<file path="src/rtl/npcs_pkg.sv">
package npcs_pkg;

  localparam int PALETTE_DEPTH = 256;
  localparam int AW            = (PALETTE_DEPTH > 1) ? $clog2(PALETTE_DEPTH) : 1;
  localparam int USED_MAX      = (PALETTE_DEPTH < 256) ? PALETTE_DEPTH : 256;
  localparam int SIZE_W        = 9;
  localparam int DIST_W        = 10;

  typedef enum logic [1:0] {
    OP_WRITE = 2'd0,
    OP_FIND  = 2'd1,
    OP_READ  = 2'd2
  } npcs_op_t;

  typedef enum logic [2:0] {
    ST_IDLE,
    ST_SCAN,
    ST_DRAIN,
    ST_FIND_OUT,
    ST_READ,
    ST_READ_OUT
  } npcs_state_t;

  typedef struct packed {
    logic capture;
    logic wr_en;
    logic scan_start;
    logic scan_rd;
    logic rd_item;
    logic load_find;
    logic load_read;
  } npcs_cmd_t;

  typedef struct packed {
    logic scan_last;
    logic out_busy;
  } npcs_stat_t;

endpackage

</file>
<file path="src/rtl/npcs_ctrl.sv">
module npcs_ctrl (
  input  logic                 clk,
  input  logic                 rst_n,
  input  logic                 in_valid,
  input  logic [1:0]           in_opcode,
  output logic                 in_ready,
  input  npcs_pkg::npcs_stat_t stat,
  output npcs_pkg::npcs_cmd_t  cmd
);

  npcs_pkg::npcs_state_t state_r, state_nxt;
  npcs_pkg::npcs_op_t    op;

  always_ff @(posedge clk) begin
    if (!rst_n) begin
      state_r <= npcs_pkg::ST_IDLE;
    end else begin
      state_r <= state_nxt;
    end
  end

  always_comb begin
    op        = npcs_pkg::npcs_op_t'(in_opcode);
    in_ready  = 1'b0;
    cmd       = '0;
    state_nxt = state_r;
    unique case (state_r)
      npcs_pkg::ST_IDLE: begin
        in_ready = 1'b1;
        if (in_valid) begin
          cmd.capture = 1'b1;
          unique case (op)
            npcs_pkg::OP_WRITE: cmd.wr_en = 1'b1;
            npcs_pkg::OP_FIND: begin
              cmd.scan_start = 1'b1;
              state_nxt      = npcs_pkg::ST_SCAN;
            end
            npcs_pkg::OP_READ: state_nxt = npcs_pkg::ST_READ;
            default: state_nxt = npcs_pkg::ST_IDLE;
          endcase
        end
      end
      npcs_pkg::ST_SCAN: begin
        cmd.scan_rd = 1'b1;
        if (stat.scan_last) begin
          state_nxt = npcs_pkg::ST_DRAIN;
        end
      end
      // last entry's data is compared at the end of this cycle
      npcs_pkg::ST_DRAIN: state_nxt = npcs_pkg::ST_FIND_OUT;
      npcs_pkg::ST_FIND_OUT: begin
        if (!stat.out_busy) begin
          cmd.load_find = 1'b1;
          state_nxt     = npcs_pkg::ST_IDLE;
        end
      end
      npcs_pkg::ST_READ: begin
        cmd.rd_item = 1'b1;
        state_nxt   = npcs_pkg::ST_READ_OUT;
      end
      npcs_pkg::ST_READ_OUT: begin
        if (!stat.out_busy) begin
          cmd.load_read = 1'b1;
          state_nxt     = npcs_pkg::ST_IDLE;
        end
      end
      default: state_nxt = npcs_pkg::ST_IDLE;
    endcase
  end

endmodule

</file>
<file path="config.mk">
export PLATFORM = sky130hd
export DESIGN_NAME = npcs_ctrl
export DESIGN_NICKNAME = d
export VERILOG_FILES = /design/src/rtl/npcs_pkg.sv /design/src/rtl/npcs_ctrl.sv
export SDC_FILE = /design/constraint.sdc
export NUM_CORES = 1
export LEC_CHECK = 0
export ABC_AREA = 1
export BUFFER_PORTS_ARGS = -buffer_cell sky130_fd_sc_hd__buf_2
export CORE_AREA = 2 2 39 41
export DETAILED_ROUTE_END_ITERATION = 10
export DIE_AREA = 0 0 41 43
export GPL_ROUTABILITY_DRIVEN = 1
export SLEW_MARGIN = 20
export SYNTH_ARGS = -nofsm -noshare
export SYNTH_HDL_FRONTEND = slang
export SYNTH_SLANG_ARGS = --single-unit
</file>
<file path="constraint.sdc">
create_clock -name clk -period 1.9 [get_ports clk]
set_input_delay 0.475 -clock clk [delete_from_list [all_inputs] [get_ports clk]]
set_output_delay 0.475 -clock clk [all_outputs]
set_load 0.03 [all_outputs]
</file>
== Word level (Yosys, flattened, before mapping) ==
Index checks and enable logic that the tools add are counted.

* $mul: 0
* Magnitude comparators: 0
* Multiplexer cells: 15
* Reductions and logical operators: 4
* Div/mod/pow operators: 0
* Shift operators: 0
* Equal/unequal tests: 11
* Add/subtract/negate cells: 0
* Bitwise gates (word level): 0

{| class="wikitable"
|+ Operators with widths
! cell !! number
|-
| 2-to-1 mux 3 bit || 5
|-
| case mux 3 bit (5 select lines) || 1
|-
| case mux 3 bit (3 select lines) || 1
|-
| 2-to-1 mux 1 bit || 8
|-
| != test 2 bit (second input constant) || 4
|-
| == test 3 x 2 -> 1 bit (second input constant) || 2
|-
| == test 3 bit (second input constant) || 2
|-
| AND reduction 4 bit || 1
|-
| == test 3 x 1 -> 1 bit (second input constant) || 1
|-
| logical NOT 3 bit || 1
|-
| == test 2 x 1 -> 1 bit (second input constant) || 1
|-
| == test 2 bit (second input constant) || 1
|-
| logical NOT 2 bit || 1
|-
| OR reduction 2 bit || 1
|}

* Bits in read-only memories: 0
* Register bits: 3
* Input bits: 7
* Memory bits (writable): 0
* Logic and storage cells: 31
* Output and inout port bits: 8
* Memories kept: 0
* Bits in latches: 0

== Longest topological paths before layout ==
* Word-level depth: 4
* Depth in mapped cells: 8
* Gate-level depth less buffers: 8

== Worst setup path before layout ==
OpenSTA, ideal clock, no wires.

* Path type: register to output
* Start point: register state_r[1]
* End point: output port cmd[5] in the netlist's numbering
* Cell stages (with the launch flop): 6
* Setup slack: -0.272 ns
* Path buffers: 0
* Data required time: 1.425 ns
* Arrival time: 1.697 ns
* Path through: dfxtp_1 inv_2 nand2_2 nor2_4 inv_1 nor4_1

{| class="wikitable"
|+ RTL lines
! item !! line !! text
|-
| start: declaration || npcs_ctrl.sv:11 || <nowiki>npcs_pkg::npcs_state_t state_r, state_nxt;</nowiki>
|-
| start signal: assignment || npcs_ctrl.sv:16 || <nowiki>state_r <= npcs_pkg::ST_IDLE;</nowiki>
|-
| start signal: assignment || npcs_ctrl.sv:18 || <nowiki>state_r <= state_nxt;</nowiki>
|-
| end: declaration || npcs_ctrl.sv:8 || <nowiki>output npcs_pkg::npcs_cmd_t cmd</nowiki>
|}

==> reports/metrics.yaml <==
run_status:
  status: "finished clean"
final_layout:
  postLayoutCoreUtil: 0.314
  largest_reg_flops: 3
  top_regs: "state_r (3)"
  num_antenna_cells: 0
  layout_commonest_cell: "buf_2"
  top_register: "state_r"
  fin_nets: 73
  design_area_um2: 434
  syn_to_final_growth_pct: 35.5
  mostFrequentLayoutCells: "buf_2 (13), nand2_1 (8), inv_1 (6), nor2_1 (6)"
  drive_gt1_frac: 0.508
clocking:
  cts_tree: "yes"
  clk_pin_slew_ns: 0.04
  clockBufferDepth: 2
  cts_buffers: 3
  clock_latency_ns: 0.24
  htree_levels: 1
  postCtsHoldBufs: 0
  root_buffer: "clkbuf_4"
  cts_setup_buffers: 0
  clock-sinks: 3
route:
  drtAntennaViolNets: 0
  drtIter0Drc: 7
  wl_um: 678
  firstDrtPassIters: 4
  drc: 0
  via_per_inst: 4.30
  post_drt_wl_per_cell_um: 8.37
  vias: 348
critical_path:
  rrSetupSlack_ns: 0.67
  crit_buf_inv: 2
  slowest_stage: "dfxtp_1"
  cpPeakStageDelay_ns: 0.57
  path_max_fanout: 8
  end_kind: "output pin"
  required_ns: 1.42
  crit_chain: "inv_2 > nor3_1 > buf_2"
  crit_type: "reg2out"
  cp_top_family: "flip-flops"
  arrival_ns: 1.32
  critPathLaunchType: "flip-flop"
placed_design:
  hpwl_um: 559
  port-buffer-count: 14
  pre_cts_slack_ns: 0.307
  place_congestion: 0.706
  postPlaceCellArea_um2: 405
synthesis:
  syn_nets: 55
  synth_top_cell_by_area: "dfxtp_1"
  netlist_instances: 48
  syn_avg_cell_area_um2: 6.67
  synthesis.area_um2: 320
  yosys_warnings: 0
  ys_ff_latch: 3
  synth_cell_type_count: 20
  ys_seq_area_frac: 0.188
  synth.area.top_cells: "dfxtp_1 (19%), nand2_1 (9.4%), inv_1 (7.0%), nand2_4 (7.0%), nor2_1 (7.0%)"
  synth_top_area_share: 0.188
global_route:
  grt_pass1_wl_um: 1170
  grt.overflow.total: 0
  grt_usage: 0.0993
  grt_pass1_vias: 311
  antenna_found_initial: 0
  grt_max_degree: 9
power:
  p_clk_frac: 0.166
  p_int_w: 0.000317
  ir_drop_v: 0.000412
  p_sw_w: 0.000385
  p_seq_frac: 0.175
  p_per_area_nw_per_um2: 1620
  leakagePower_nw: 0.239
  p_comb_frac: 0.659
  swShare: 0.549
timing:
  maxSlewViolCount: 0
  tightest_slew_ns: 0.417
  fin_worst_skew_ns: 0.00143
  fin_crit_ns: 1.80
  finalWorstSetupSlack_ns: 0.102
  fin_crit_sh: 0.947
  setup_violations: 0
  hold_viol: 0
  max_freq_ghz: 0.556
  rsz0062_at_grt: "no"
  tns_ns: 0
  slew_headroom: 0.722
worst_hold_path:
  hold_class: "in2reg"
floorplanning:
  start_util: 0.231
  ioPinCount: 15
  std_cell_rows: 14
  core-area_um2: 1380
  design.die.area_um2: 1760
  die_w_um: 41
  die_h_um: 43
flow_run:
  drv_cap: 0
-- synth_stat cells, drive strengths merged --
cell type,count
dfxtp,3
a21oi,2
nor4,1
buf,1
nand3,5
nor2,9
nor3,2
nand4,1
inv,9
nand2,13
o21ai,2
-- power groups by stage --
stage / Sequential (W) / Combinational, W / Clock [W]
2_1_floorplan: 0.000104 / 0.000405 / 0
3_3_place_gp: 0.000124 / 0.000465 / 0
3_5_place_dp: 0.000123 / 0.000468 / 0
4_1_cts: 0.000124 / 0.000469 / 0.000122
5_1_grt: 0.000129 / 0.000519 / 0.000130
6_report: 0.000123 / 0.000463 / 0.000116
-- timing repair --
action                                  CTS  global route
gates resized for setup                   0             2
endpoints found under the setup margin    0             1
hold endpoints to repair                  0             0
-- layout make-up --
class | instances | area [um^2]
fillers | 160 | 950
inverters | 9 | 33.8
repair buffers | 14 | 72.6
multi-input cells | 35 | 221
flip-flops and latches | 3 | 60.1
well taps | 16 | 20.0
clock buffers | 4 | 26.3
-- path summary, 6_finish.rpt --
kind | start | endpoint | depth (start not counted)
hold / removal | rst_n | state_r[0] | 3
setup / recovery | state_r[2] | cmd[0] | 3
setup reg to reg | state_r[2] | state_r[1] | 7
hold reg to reg | state_r[1] | state_r[1] | 4
-- stage by stage --
stage,hold WS (ns),power (W),cells
2_1_floorplan,0.570,0.000510,48
5_1_grt,0.499,0.000778,81
4_1_cts,0.488,0.000714,81
6_report,0.493,0.000702,81
3_5_place_dp,0.601,0.000591,77
3_3_place_gp,0.609,0.000589,77
-- kinds of logic after synthesis --
| family | synth area share |
|---|---|
| AND/OR/NAND/NOR | 0.586 |
| AO/OA/AOI/OAI | 0.0859 |
| buffers and inverters | 0.141 |
| flip-flops | 0.188 |
-- routing by layer --
metal / wire length [um] / vias to the layer above / global-route usage
li1: - / 186 / -
met1: 314 / 154 / 0.122
met2: 326 / 8 / 0.134
met3: 37 / 0 / 0.0628
met4: 0 / 0 / 0.0400
met5: 0 / - / 0
-- tightest hold or removal path: stages --
cell,delay (ns)
buf_2,0.11
nand2_1,0.06
nor2_1,0.04
Power figures use the tool's default switching activity.
